$ cat config.mk
export PLATFORM = sky130hd
export DESIGN_NAME = serial_set_multi_channel_pwm
export DESIGN_NICKNAME = d
export VERILOG_FILES = /design/src/rtl/sspwm_pkg.sv /design/src/rtl/serial_set_multi_channel_pwm.sv /design/src/rtl/sspwm_csr.sv /design/src/rtl/sspwm_core.sv
export SDC_FILE = /design/constraint.sdc
export NUM_CORES = 1
export LEC_CHECK = 0
export BUFFER_PORTS_ARGS = -buffer_cell sky130_fd_sc_hd__buf_2
export CORE_AREA = 2 2 114 116
export CTS_BUF_LIST = sky130_fd_sc_hd__clkbuf_8 sky130_fd_sc_hd__clkbuf_16
export DETAILED_ROUTE_END_ITERATION = 16
export DIE_AREA = 0 0 116 118
export PLACE_DENSITY = 0.8
export SYNTH_ARGS = -nofsm -noshare
export SYNTH_HDL_FRONTEND = slang
export SYNTH_SLANG_ARGS = --single-unit
export TNS_END_PERCENT = 30
$ cat constraint.sdc
create_clock -name clock -period 7.15 [get_ports clock]
set_input_delay 0.3575 -clock clock [delete_from_list [all_inputs] [get_ports clock]]
set_output_delay 0.3575 -clock clock [all_outputs]
set_load 0.01 [all_outputs]
$ cat src/rtl/sspwm_pkg.sv
// Shared types and constants for the serial-set multi-channel PWM block.
// Used by the register file, the PWM core and the top level.
package sspwm_pkg;

   localparam int CHANNELS_DEF = 8;
   localparam int CHANNELS_MAX = 8;

   localparam int PIN_W    = 8;
   localparam int BYTE_W   = 8;
   localparam int DUTY_W   = 10;
   localparam int PHASE_W  = 16;
   localparam int ENABLE_W = 8;
   localparam int IDX_W    = 3;

   localparam int CSR_ADDR_W = 3;
   localparam int CSR_DATA_W = 32;

   // register index, taken from paddr[2]
   localparam logic REG_ENABLE_MASK = 1'b0;
   localparam logic REG_PHASE_MASK  = 1'b1;

   localparam logic [ENABLE_W-1:0] ENABLE_MASK_RST = '0;
   localparam logic [PHASE_W-1:0]  PHASE_MASK_RST  = 16'h00FF;

   // command codes
   localparam logic CMD_TICK = 1'b0;
   localparam logic CMD_BYTE = 1'b1;

   localparam int HEADER_BIT = 7;

   typedef struct packed {
      logic [ENABLE_W-1:0] enable_mask;
      logic [PHASE_W-1:0]  phase_mask;
   } cfg_type;

endpackage

$ cat src/rtl/serial_set_multi_channel_pwm.sv
// Serial-set multi-channel PWM generator, top level.
// A tick beat's pin levels are registered in the result register, or in the
// skid entry behind it when the result is stalled. Throughput: one beat per
// cycle unless the skid entry is full; phase and duty compares feed the result.
// Reset (synchronous, active high): duties zero, no header, phase = 255,
// enable_mask = 0, phase_mask = 255, no result pending.
module serial_set_multi_channel_pwm
   import sspwm_pkg::*;
#(
   parameter int CHANNELS = CHANNELS_DEF
) (
   input  logic                  clock,
   input  logic                  reset,
   input  logic                  req_valid,
   output logic                  req_stall,
   input  logic                  req_command,
   input  logic [BYTE_W-1:0]     req_rx_byte,
   output logic                  rsp_valid,
   input  logic                  rsp_stall,
   output logic [PIN_W-1:0]      rsp_pin_levels,
   input  logic                  psel,
   input  logic                  penable,
   input  logic                  pwrite,
   input  logic [CSR_ADDR_W-1:0] paddr,
   input  logic [CSR_DATA_W-1:0] pwdata,
   output logic [CSR_DATA_W-1:0] prdata,
   output logic                  pready
);

   cfg_type cfg;

   sspwm_csr u_csr (
      .clock   (clock),
      .reset   (reset),
      .psel    (psel),
      .penable (penable),
      .pwrite  (pwrite),
      .paddr   (paddr),
      .pwdata  (pwdata),
      .prdata  (prdata),
      .pready  (pready),
      .cfg     (cfg)
   );

   sspwm_core #(
      .CHANNELS (CHANNELS)
   ) u_core (
      .clock          (clock),
      .reset          (reset),
      .cfg            (cfg),
      .req_valid      (req_valid),
      .req_stall      (req_stall),
      .req_command    (req_command),
      .req_rx_byte    (req_rx_byte),
      .rsp_valid      (rsp_valid),
      .rsp_stall      (rsp_stall),
      .rsp_pin_levels (rsp_pin_levels)
   );

endmodule

$ cat src/rtl/sspwm_csr.sv
// APB-style configuration registers: enable mask and phase wrap mask.
// Depends on sspwm_pkg.
module sspwm_csr
   import sspwm_pkg::*;
(
   input  logic                  clock,
   input  logic                  reset,
   input  logic                  psel,
   input  logic                  penable,
   input  logic                  pwrite,
   input  logic [CSR_ADDR_W-1:0] paddr,
   input  logic [CSR_DATA_W-1:0] pwdata,
   output logic [CSR_DATA_W-1:0] prdata,
   output logic                  pready,
   output cfg_type               cfg
);

   cfg_type cfg_ff, cfg_in;
   logic    wr_en;

   assign pready = 1'b1;
   assign wr_en  = psel & penable & pwrite;

   always_comb begin
      cfg_in = cfg_ff;
      if (wr_en) begin
         case (paddr[2])
            REG_ENABLE_MASK: cfg_in.enable_mask = pwdata[ENABLE_W-1:0];
            REG_PHASE_MASK:  cfg_in.phase_mask  = pwdata[PHASE_W-1:0];
            default: ;
         endcase
      end
   end

   always_ff @(posedge clock) begin
      if (reset) begin
         cfg_ff.enable_mask <= ENABLE_MASK_RST;
         cfg_ff.phase_mask  <= PHASE_MASK_RST;
      end else begin
         cfg_ff <= cfg_in;
      end
   end

   always_comb begin
      case (paddr[2])
         REG_ENABLE_MASK: prdata = {{(CSR_DATA_W-ENABLE_W){1'b0}}, cfg_ff.enable_mask};
         REG_PHASE_MASK:  prdata = {{(CSR_DATA_W-PHASE_W){1'b0}}, cfg_ff.phase_mask};
         default:         prdata = '0;
      endcase
   end

   assign cfg = cfg_ff;

endmodule

$ cat src/rtl/sspwm_core.sv
// PWM core: header/data byte decoder, duty registers, phase counter,
// per-channel comparators and the result register with a skid stage.
// Depends on sspwm_pkg.
module sspwm_core
   import sspwm_pkg::*;
#(
   parameter int CHANNELS = CHANNELS_DEF
) (
   input  logic              clock,
   input  logic              reset,
   input  cfg_type           cfg,
   input  logic              req_valid,
   output logic              req_stall,
   input  logic              req_command,
   input  logic [BYTE_W-1:0] req_rx_byte,
   output logic              rsp_valid,
   input  logic              rsp_stall,
   output logic [PIN_W-1:0]  rsp_pin_levels
);

   logic              accept, tick, rx;
   logic [BYTE_W-1:0] header_ff, header_in;
   logic [DUTY_W-1:0] duty_ff [CHANNELS];
   logic [DUTY_W-1:0] duty_val;
   logic [IDX_W-1:0]  wr_idx;
   logic              wr_en;
   logic [PHASE_W-1:0] phase_ff, phase_next;
   logic [PIN_W-1:0]  levels;

   logic              out_valid_ff, out_valid_in;
   logic [PIN_W-1:0]  out_ff, out_in;
   logic              skid_valid_ff, skid_valid_in;
   logic [PIN_W-1:0]  skid_ff, skid_in;
   logic              out_take;

   assign req_stall = skid_valid_ff;
   assign accept    = req_valid & ~req_stall;
   assign tick      = accept & (req_command == CMD_TICK);
   assign rx        = accept & (req_command == CMD_BYTE);

   // byte decoder: header byte, then a data byte completes the duty write
   always_comb begin
      header_in = header_ff;
      wr_en     = 1'b0;
      if (rx) begin
         if (header_ff != '0) begin
            wr_en     = ~req_rx_byte[HEADER_BIT];
            header_in = '0;
         end else if (req_rx_byte[HEADER_BIT]) begin
            header_in = req_rx_byte;
         end
      end
   end

   assign wr_idx = header_ff[5:3];

   always_comb begin
      duty_val = {header_ff[2:0], req_rx_byte[6:0]};
      // narrow mode keeps 8-bit duty values
      if (cfg.phase_mask[PHASE_W-1:8] == '0) begin
         duty_val[DUTY_W-1:8] = '0;
      end
   end

   always_ff @(posedge clock) begin
      if (reset) begin
         header_ff <= '0;
         phase_ff  <= PHASE_MASK_RST;
         for (int ch = 0; ch < CHANNELS; ch++) begin
            duty_ff[ch] <= '0;
         end
      end else begin
         header_ff <= header_in;
         if (tick) begin
            phase_ff <= phase_next;
         end
         for (int ch = 0; ch < CHANNELS; ch++) begin
            if (wr_en && wr_idx == IDX_W'(ch)) begin
               duty_ff[ch] <= duty_val;
            end
         end
      end
   end

   assign phase_next = (phase_ff + PHASE_W'(1)) & cfg.phase_mask;

   always_comb begin
      levels = '0;
      for (int ch = 0; ch < CHANNELS; ch++) begin
         levels[ch] = ({{(PHASE_W-DUTY_W){1'b0}}, duty_ff[ch]} >= phase_next);
      end
      levels = levels & cfg.enable_mask;
   end

   // result register plus one skid entry
   assign out_take = out_valid_ff & ~rsp_stall;

   always_comb begin
      out_valid_in  = out_valid_ff;
      out_in        = out_ff;
      skid_valid_in = skid_valid_ff;
      skid_in       = skid_ff;
      if (skid_valid_ff) begin
         if (out_take) begin
            out_in        = skid_ff;
            skid_valid_in = 1'b0;
         end
      end else if (tick) begin
         if (!out_valid_ff || out_take) begin
            out_in       = levels;
            out_valid_in = 1'b1;
         end else begin
            skid_in       = levels;
            skid_valid_in = 1'b1;
         end
      end else if (out_take) begin
         out_valid_in = 1'b0;
      end
   end

   always_ff @(posedge clock) begin
      if (reset) begin
         out_valid_ff  <= 1'b0;
         skid_valid_ff <= 1'b0;
      end else begin
         out_valid_ff  <= out_valid_in;
         skid_valid_ff <= skid_valid_in;
      end
      out_ff  <= out_in;
      skid_ff <= skid_in;
   end

   assign rsp_valid      = out_valid_ff;
   assign rsp_pin_levels = out_ff;

endmodule

# Word-level counts from Yosys, hierarchy flattened
# Memories as Yosys holds them, arrays and structs flattened.
# Index checks and enable logic that the tools add are counted.
totals:
  reg_bits: 66
  ram_bits: 80
  in_bits: 51
  wordCells: 123
  memories: 1
memory_table:
  columns: ["memory", "words", "word_bits", "read_ports", "rd_ports_with_merged_regs", "wr", "line", "source"]
  rows:
  - ["u_core.duty_ff", 8, 10, 8, 0, 8, "sspwm_core.sv:23", "logic [DUTY_W-1:0] duty_ff [CHANNELS];"]
classes:
  addsub: 1
  magnitude_cmp: 8
  n_eq_ne: 9
  n_mux: 51
  n_bitwise: 22
  n_reduce_logical: 23
op_table:
  columns: ["op", "count"]
  rows:
  - ["10-bit by 16-bit >= comparator with 1-bit output", 8]
  - ["10-bit 2-to-1 mux", 8]
  - ["32-bit one-hot mux with 2 select lines", 1]
  - ["8-bit 2-to-1 mux", 6]
  - ["1-bit 2-to-1 mux", 35]
  - ["16-bit by 1-bit adder with 16-bit output, second input constant", 1]
  - ["16-bit bitwise AND", 1]
  - ["3-bit == test, second input constant", 4]
  - ["3-bit AND reduction", 3]
  - ["8-bit bitwise AND", 1]
  - ["1-bit logical AND", 8]
  - ["8-bit logical NOT", 1]
  - ["1-bit OR", 8]
  - ["2-bit nonzero test", 4]
  - ["8-bit nonzero test", 1]
  - ["1-bit bitwise AND", 6]
  - ["3-bit by 2-bit == test with 1-bit output, second input constant", 2]
  - ["1-bit NOT", 6]
  - ["2-bit AND reduction", 3]
  - ["2-bit != test, second input constant", 2]
  - ["3-bit by 1-bit == test with 1-bit output, second input constant", 1]
  - ["3-bit logical NOT", 1]
  - ["2-bit 2-to-1 mux", 1]
  - ["1-bit logical NOT", 1]
  - ["1-bit logical OR", 1]

# Depth between registers and ports, before layout
# Gate-level depths: netlist (run 1).
logic_depth:
  ltp_word: 9
  mapped_depth: 12
  mapped_depth_nobuf: 12

# Hierarchy
# Synthesis (run 1) repeated with hierarchy kept, for this count alone.
hier_totals:
  hier_cells: 737
  area_unflattened_um2: 7967.6
modules_own_cells:
  columns: ["module", "instances", "cells_per_inst", "area_each_um2"]
  rows:
  - ["sspwm_core", 1, 594, 6611.3]
  - ["sspwm_csr", 1, 143, 1356.3]

# Least setup slack after synthesis (run 1)
# Ideal clock, no wire load.
synth_timing:
  path_type: "reg-to-reg"
  from: "register u_core.phase_ff[0]"
  to: "register u_core.out_ff[6], in the netlist u_core.rsp_pin_levels[6], data pin"
  setup_ps: 256
  arrival_time_ps: 2553
  required_time_ps: 6894
  slack_ps: 4341
  path_stages_with_launch: 10
  path_buffers: 0
  synth_period_minus_slack_ps: 2809
  cell_sequence: "dfxtp_1 > ha_1 > nand4_1 > o21a_1 > o21ai_0 > ha_1 > o21a_1 > o211ai_1 > or3_1 > o21ai_1"
synth_via:
  elab_chain_len: 7
synth_lines:
  columns: ["element", "line", "source"]
  rows:
  - ["start: declaration", "sspwm_core.sv:27", "logic [PHASE_W-1:0] phase_ff, phase_next;"]
  - ["start signal: assignment", "sspwm_core.sv:75", "phase_ff <= phase_next;"]
  - ["16-bit by 1-bit adder with 16-bit output", "sspwm_core.sv:85", "assign phase_next = (phase_ff + PHASE_W'(1)) & cfg.phase_mask;"]
  - ["16-bit bitwise AND", "sspwm_core.sv:85", null]
  - ["10-bit by 16-bit >= comparator with 1-bit output", "sspwm_core.sv:90", "levels[ch] = ({{(PHASE_W-DUTY_W){1'b0}}, duty_ff[ch]} >= phase_next);"]
  - ["8-bit bitwise AND", "sspwm_core.sv:92", "levels = levels & cfg.enable_mask;"]
  - ["8-bit 2-to-1 mux", "sspwm_core.sv:109", "if (!out_valid_ff || out_take) begin"]
  - ["8-bit 2-to-1 mux", "sspwm_core.sv:108", "end else if (tick) begin"]
  - ["8-bit 2-to-1 mux", "sspwm_core.sv:103", "if (skid_valid_ff) begin"]
  - ["via u_core.out_in[6]", "sspwm_core.sv:31", "logic [PIN_W-1:0] out_ff, out_in;"]
  - ["end signal: assignment", "sspwm_core.sv:129", "out_ff <= out_in;"]
  - ["end: declaration", "sspwm_core.sv:31", null]
# The timed path passes the listed nets, and every way through them passes these cells. The select of a mux whose other input is x is not followed.
# A chain may end at the register's enable or synchronous reset.

# Worst setup path in the final report (run 1)
layout_timing:
  from: "register u_core.phase_ff[1]"
  to: "register u_core.out_ff[0], in the netlist u_core.rsp_pin_levels[0], data pin"
# The elaborated chain is that of the path after synthesis.

==> flow_summary.json, run 1 <==
{
  "run_status": "finished clean",
  "top_usage_layer": "met2",
  "crit_fanout": 9,
  "setup_viol": 0,
  "via_count": 5764,
  "min_delay_path_depth": 3,
  "synth.largest_area_cell": "edfxtp_1",
  "hpwl_mm": 12.38,
  "cp.arrival_ns": 3.75,
  "hold_path_end": "u_csr.cfg[2]",
  "power_mw": 2.136,
  "grt_use_met1": 0.3563,
  "hold_viol": 0,
  "synth_mux_area_frac": 0.01443,
  "synth_compound_area_frac": 0.1107,
  "cts.sinks": 146,
  "yosysMostFrequentCell": "nand2_1",
  "syn-cell-area_um2": 7630,
  "ys_seq_area_frac": 0.5090,
  "critPathMaxStageDelay_ns": 0.92,
  "grt_first_pass_wirelength_mm": 27.65,
  "rows": 41,
  "drive_gt1_frac": 0.1331,
  "finalSetupTns_ns": 0,
  "crit_slowest_cell": "o21ai_1",
  "ant_nets": 0,
  "area_growth_pct": 11.94,
  "endpoint_kind": "flop",
  "synth.area.top_cells": "edfxtp_1 (38%), ha_1 (13%), dfxtp_1 (13%), nand2_1 (5.6%), nor2_1 (4.5%)",
  "htreeDepth": 4,
  "fp.dieH_um": 118,
  "yosys.area_share.simple": 0.1746,
  "fillers": 918,
  "grt_util_all_layers": 0.2711,
  "grt_max_degree": 37,
  "cts_tree": "done",
  "clk_latency_ns": 0.44,
  "first_pass_iters": 7,
  "max_freq_mhz": 277.2,
  "holdWs_ns": 0.1515,
  "critPathLaunchType": "flop",
  "relSlewSlack": 0.2006,
  "nets": 923,
  "vias_per_cell": 5.906,
  "synth_common_cells": "nand2_1 (113), edfxtp_1 (96), nor2_1 (92), ha_1 (81), dfxtp_1 (50)",
  "ys_seq_elements": 146,
  "drt-total-wl_mm": 17.47,
  "gr-total-overflow": 0,
  "avgRoutedWirePerCell_um": 17.90,
  "ios": 94,
  "dr.first_iter.drc_count": 499,
  "crit_type": "flop to flop",
  "antennaDiodeCount": 0,
  "critPathTopFamily": "compound AO/OA/AOI/OAI gates",
  "clock_skew_ns": 0.007302,
  "coreArea_um2": 12410,
  "antenna_found_initial": 0,
  "worstPathRequired_ns": 7.30,
  "numCtsBuffers": 17,
  "cts_hold_buf": 0,
  "maxSlewViolCount": 0,
  "cts_setup_buffers": 0,
  "synth_top_family_by_area": "simple AND/OR/NAND/NOR gates",
  "fin_crit_sh": 0.5046,
  "power.leakage_nw": 3.570,
  "gp_congestion": 0.9032,
  "drcViolationCount": 0,
  "fin_crit_ns": 3.608,
  "synth-edff-count": 96,
  "synth_cells": 740,
  "initial_core_util": 0.6146,
  "reg2reg_to": "u_core.rsp_pin_levels[0]",
  "rsz0062_at_grt": "false",
  "grt_pass1_vias": 5475,
  "clkTransAtPathRegs_ns": 0.06,
  "async_flop_share": 0,
  "min_path_type": "input port to flop",
  "timing.rr.start": "u_core.phase_ff[1]",
  "yosysWarnings": 0,
  "synthXorXnorAreaFrac": 0.01148,
  "tightest_slew_ns": 1.191,
  "syn_avg_cell_area_um2": 10.31,
  "cts_buffer_depth": 2,
  "die_x_um": 116,
  "crit_buf_inv": 0,
  "synth_top_area_share": 0.3778,
  "port_buffers": 58,
  "reg2reg_depth": 8,
  "holdCritStartpoint": "pwdata[2]",
  "cts-resized-gates": 0,
  "yosys.cell_types.count": 55,
  "synth-adder-area-share": 0.1328,
  "r2r_setup_slack_ns": 3.54,
  "drv_cap": 0,
  "power.density_nw_per_um2": 250.2,
  "met2_usage": 0.4280,
  "grtUsageMet3": 0.06952,
  "synth_flop_cell": "edfxtp_1",
  "cp_cell_sequence": "ha_1 > nand4_1 > o21a_1 > o21ai_1 > ha_1 > o21a_1 > o211ai_1 > o31ai_1",
  "peakVddDrop_uv": 217.3,
  "die_area_um2": 13690,
  "cts_root_buf": "clkbuf_16"
}
==> routing by layer <==
metal,up-vias,share of wire,wire [um]
li1,2730,-,-
met2,254,0.48,8345
met1,2743,0.42,7282
met3,37,0.081,1411
met5,-,0,0
met4,0,0.025,433
==> flip-flops by register name, indices dropped and copies added (netlist names) <==
register and cells:
u_csr.cfg 24, u_core.phase_ff 16, u_core.header_ff 8, u_core.rsp_valid 1, u_core.req_stall 1, u_core.rsp_pin_levels 8, u_core.skid_ff 8, u_core.duty_ff 80
==> stage by stage <==
step	std cells	area, um^2	util	setup WS (ns)
final	976	8541	0.6880	3.542
after CTS	976	8541	0.6880	3.639
after detailed placement	944	7954	0.6407	3.637
after floorplan	755	7686	-	4.341
after global routing	976	8541	0.6880	3.229
after global placement	944	7954	0.6407	3.749
==> logic make-up (layout without fill, tap and decap cells) <==
kind of cell / Yosys count / count (layout)
AND/OR/NAND/NOR: 294 / 294
flip-flops: 146 / 146
AO/OA/AOI/OAI: 127 / 127
adder cells (fa/ha/maj): 81 / 81
buffers and inverters: 70 / 119
XOR/XNOR: 10 / 10
multiplexers: 10 / 10
other: 2 / 17
==> worst min-delay path: cells and delay by family <==
| kind | cells | cell delay, ns |
|---|---|---|
| and+or+nand+nor | 2 | 0.11 |
| buffers and inverters | 1 | 0.09 |
==> worst max-delay path by stage <==
| stage | endpoint | from | slack, ns | cells past startpoint |
|---|---|---|---|---|
| global placement | u_core.rsp_pin_levels[2] | u_core.phase_ff[0] | 3.75 | 12 |
| CTS | u_core.skid_ff[5] | u_core.phase_ff[1] | 3.64 | 12 |
| finish | u_core.rsp_pin_levels[0] | u_core.phase_ff[1] | 3.54 | 8 |
| global route | u_core.rsp_pin_levels[3] | u_core.phase_ff[1] | 3.23 | 12 |
| floorplan | u_core.rsp_pin_levels[6] | u_core.phase_ff[0] | 4.34 | 9 |
| detailed placement | u_core.skid_ff[5] | u_core.phase_ff[0] | 3.64 | 12 |
==> cells in the final DEF, fill, tap and decap left out, drive strengths merged, types with 8 or more instances in the layout <==
cell and n:
dfxtp 50, nor3 8, nor2 92, o21a 14, nand3 30, buf 59, clkbuf 22, nand2 113
ha 81, o21ai 18, o211ai 15, inv 30, nand2b 11, edfxtp 96, a21oi 44, conb 17
mux2 8, nand4 11
==> cell type report <==
cell class	count	area (um^2)	area share
clock buffers	22	505.5	0.05919
clock inverters	10	81.33	0.009522
inverters	28	105.1	0.01231
multi-input cells	539	3452	0.4042
flip-flops and latches	146	3884	0.4547
well taps	172	215.2	0.02520
repair buffers	59	297.8	0.03487
==> report_power, final <==
group	switching, mW	leakage (nW)	total (mW)	internal, mW
sequential	0.0180	1.38	0.948	0.930
combinational	0.207	1.89	0.324	0.117
clock	0.333	0.295	0.864	0.530
No activity file was read; power rests on OpenSTA's default activity.
==> inputs of run 2 (changes only) <==
- CORE_AREA: 2 2 114 116 -> 2 2 117 119
- DIE_AREA: 0 0 116 118 -> 0 0 119 121
- PLACE_DENSITY: 0.8 -> 0.76
- clock period: 7.15 -> 3.4 ns (I/O delays scaled with it)
==> flow_summary.json, run 2 (synthesis gave the netlist of run 1 again) <==
{
  "tightest_slew_ns": 1.246,
  "cts_setup_buffers": 0,
  "gp_congestion": 0.8680,
  "final_common_cell": "nand2_1",
  "cp.arrival_ns": 3.31,
  "cts.sinks": 146,
  "cts_root_buf": "clkbuf_16",
  "worstPathRequired_ns": 3.57,
  "regMostFlops": "u_core.duty_ff",
  "rows": 42,
  "layout_common_cells": "nand2_1 (112), edfxtp_1 (96), nor2_1 (92)",
  "finalSetupTns_ns": 0,
  "clkPwrFrac": 0.423,
  "coreArea_um2": 13090,
  "cts_buffer_depth": 2,
  "intPower_mw": 3.502,
  "clock_skew_ns": 0.01157,
  "via_count": 5879,
  "numCtsBuffers": 17,
  "power.leakage_nw": 3.706,
  "drt-total-wl_mm": 18.37,
  "multi_input_comb_area_um2": 3461,
  "maxSlewViolCount": 0,
  "seqPwrFrac": 0.424,
  "drv_cap": 0,
  "antenna_found_initial": 0,
  "avgRoutedWirePerCell_um": 18.29,
  "initial_core_util": 0.5831,
  "min_path_type": "input port to flop",
  "fin_crit_sh": 0.9232,
  "largest_reg_flops": 80,
  "nets": 947,
  "power.share.combinational": 0.153,
  "first_pass_iters": 5,
  "gr-total-overflow": 0,
  "relSlewSlack": 0.1663,
  "rsz0062_at_grt": "false",
  "grt_util_all_layers": 0.2690,
  "p_sw_mw": 1.202,
  "grt_max_degree": 36,
  "die_x_um": 119,
  "power_mw": 4.704,
  "max_freq_mhz": 318.6,
  "grt_pass1_vias": 5919,
  "grt_first_pass_wirelength_mm": 29.53,
  "clkTransAtPathRegs_ns": 0.06,
  "power.density_nw_per_um2": 533.4,
  "fp.dieH_um": 121,
  "endpoint_kind": "flop",
  "regArea_um2": 3884,
  "hold_viol": 0,
  "die_area_um2": 14400,
  "holdWs_ns": 0.01543,
  "fillers": 991,
  "layout_setup_ws_ns": 0.2610,
  "ios": 94,
  "clk_latency_ns": 0.43,
  "peakVddDrop_uv": 400.3,
  "crit_fanout": 9,
  "setup_viol": 0,
  "critPathLaunchType": "flop",
  "hpwl_mm": 12.79,
  "htreeDepth": 4,
  "cts_tree": "done",
  "run_status": "finished clean",
  "crit_type": "flop to flop",
  "vias_per_cell": 5.856,
  "drcViolationCount": 0,
  "area_growth_pct": 15.58,
  "ant_nets": 0,
  "dpl_worst_slack_ns": 0.2070,
  "port_buffers": 58,
  "drive_gt1_frac": 0.1413,
  "dr.first_iter.drc_count": 399,
  "antennaDiodeCount": 0,
  "fin_crit_ns": 3.139,
  "p_sw_frac": 0.2555
}
run 2: changes by cell type in the layout (fill, tap and decap cells not counted), moves of 2 or more:
cell / delta
buf_4: +9
bufinv_16: +3
clkbuf_8: -3
clkinvlp_4: -2
dlygate4sd3_1: +15
run 2: worst paths after layout:
check	cells past startpoint	slack, ns	endpoint	from
max reg2reg	10	0.26	u_core.rsp_pin_levels[2]	u_core.phase_ff[6]
min reg2reg	2	0.49	u_core.phase_ff[15]	u_core.phase_ff[15]
max	10	0.26	u_core.rsp_pin_levels[2]	u_core.phase_ff[6]
min	3	0.02	u_csr.cfg[9]	pwdata[9]
run 2: worst max-delay path, cell delays in order, from the launching register on:
cell,delay (ns)
dfxtp_1,0.40
nand3_2,0.23
nor3_1,0.33
nand2_1,0.16
xnor2_1,0.16
nand2_1,0.35
ha_1,0.39
a2111oi_2,0.39
o21ai_0,0.18
o211ai_1,0.21
o31ai_1,0.10
run 2: cell type report:
| class | instances | share of cell area |
|---|---|---|
| multi-input cells | 539 | 0.3925 |
| flip-flops and latches | 146 | 0.4404 |
| repair buffers | 83 | 0.05846 |
| well taps | 176 | 0.02497 |
| clock buffers | 19 | 0.05264 |
| clock inverters | 13 | 0.01915 |
| inverters | 28 | 0.01192 |
run 2: per-stage QoR:
stage                 util  cell area (um^2)  instances
CTS                 0.6733              8810       1004
floorplan                -              7686        755
global placement    0.6134              8026        957
detailed placement  0.6134              8026        957
global route        0.6739              8818       1004
finish              0.6739              8818       1004
run 2: per-layer routing:
layer | part of all wire | routed length, um | GRT usage | up-vias
met5 | 0 | 0 | 0 | -
met4 | 0.033 | 603 | 0.1339 | 0
met3 | 0.060 | 1107 | 0.05686 | 46
met2 | 0.48 | 8881 | 0.4526 | 226
met1 | 0.42 | 7774 | 0.3296 | 2829
li1 | - | - | - | 2778
run 2: what timing repair did:
| action | 4_1_cts | 5_1_grt |
|---|---|---|
| hold endpoints to repair | 19 | 0 |
| setup endpoints to repair | 0 | 8 |
| resized for setup | 0 | 3 |
| hold buffers | 15 | 0 |
run 2: power groups by stage:
stage               Clock, mW  Combinational [mW]  Sequential (mW)
floorplan                   0               0.471             2.02
global placement            0               0.640             2.02
detailed placement          0               0.682             2.03
CTS                      1.99               0.708             1.99
global route             2.07               0.803             2.00
finish                   1.99               0.720             1.99
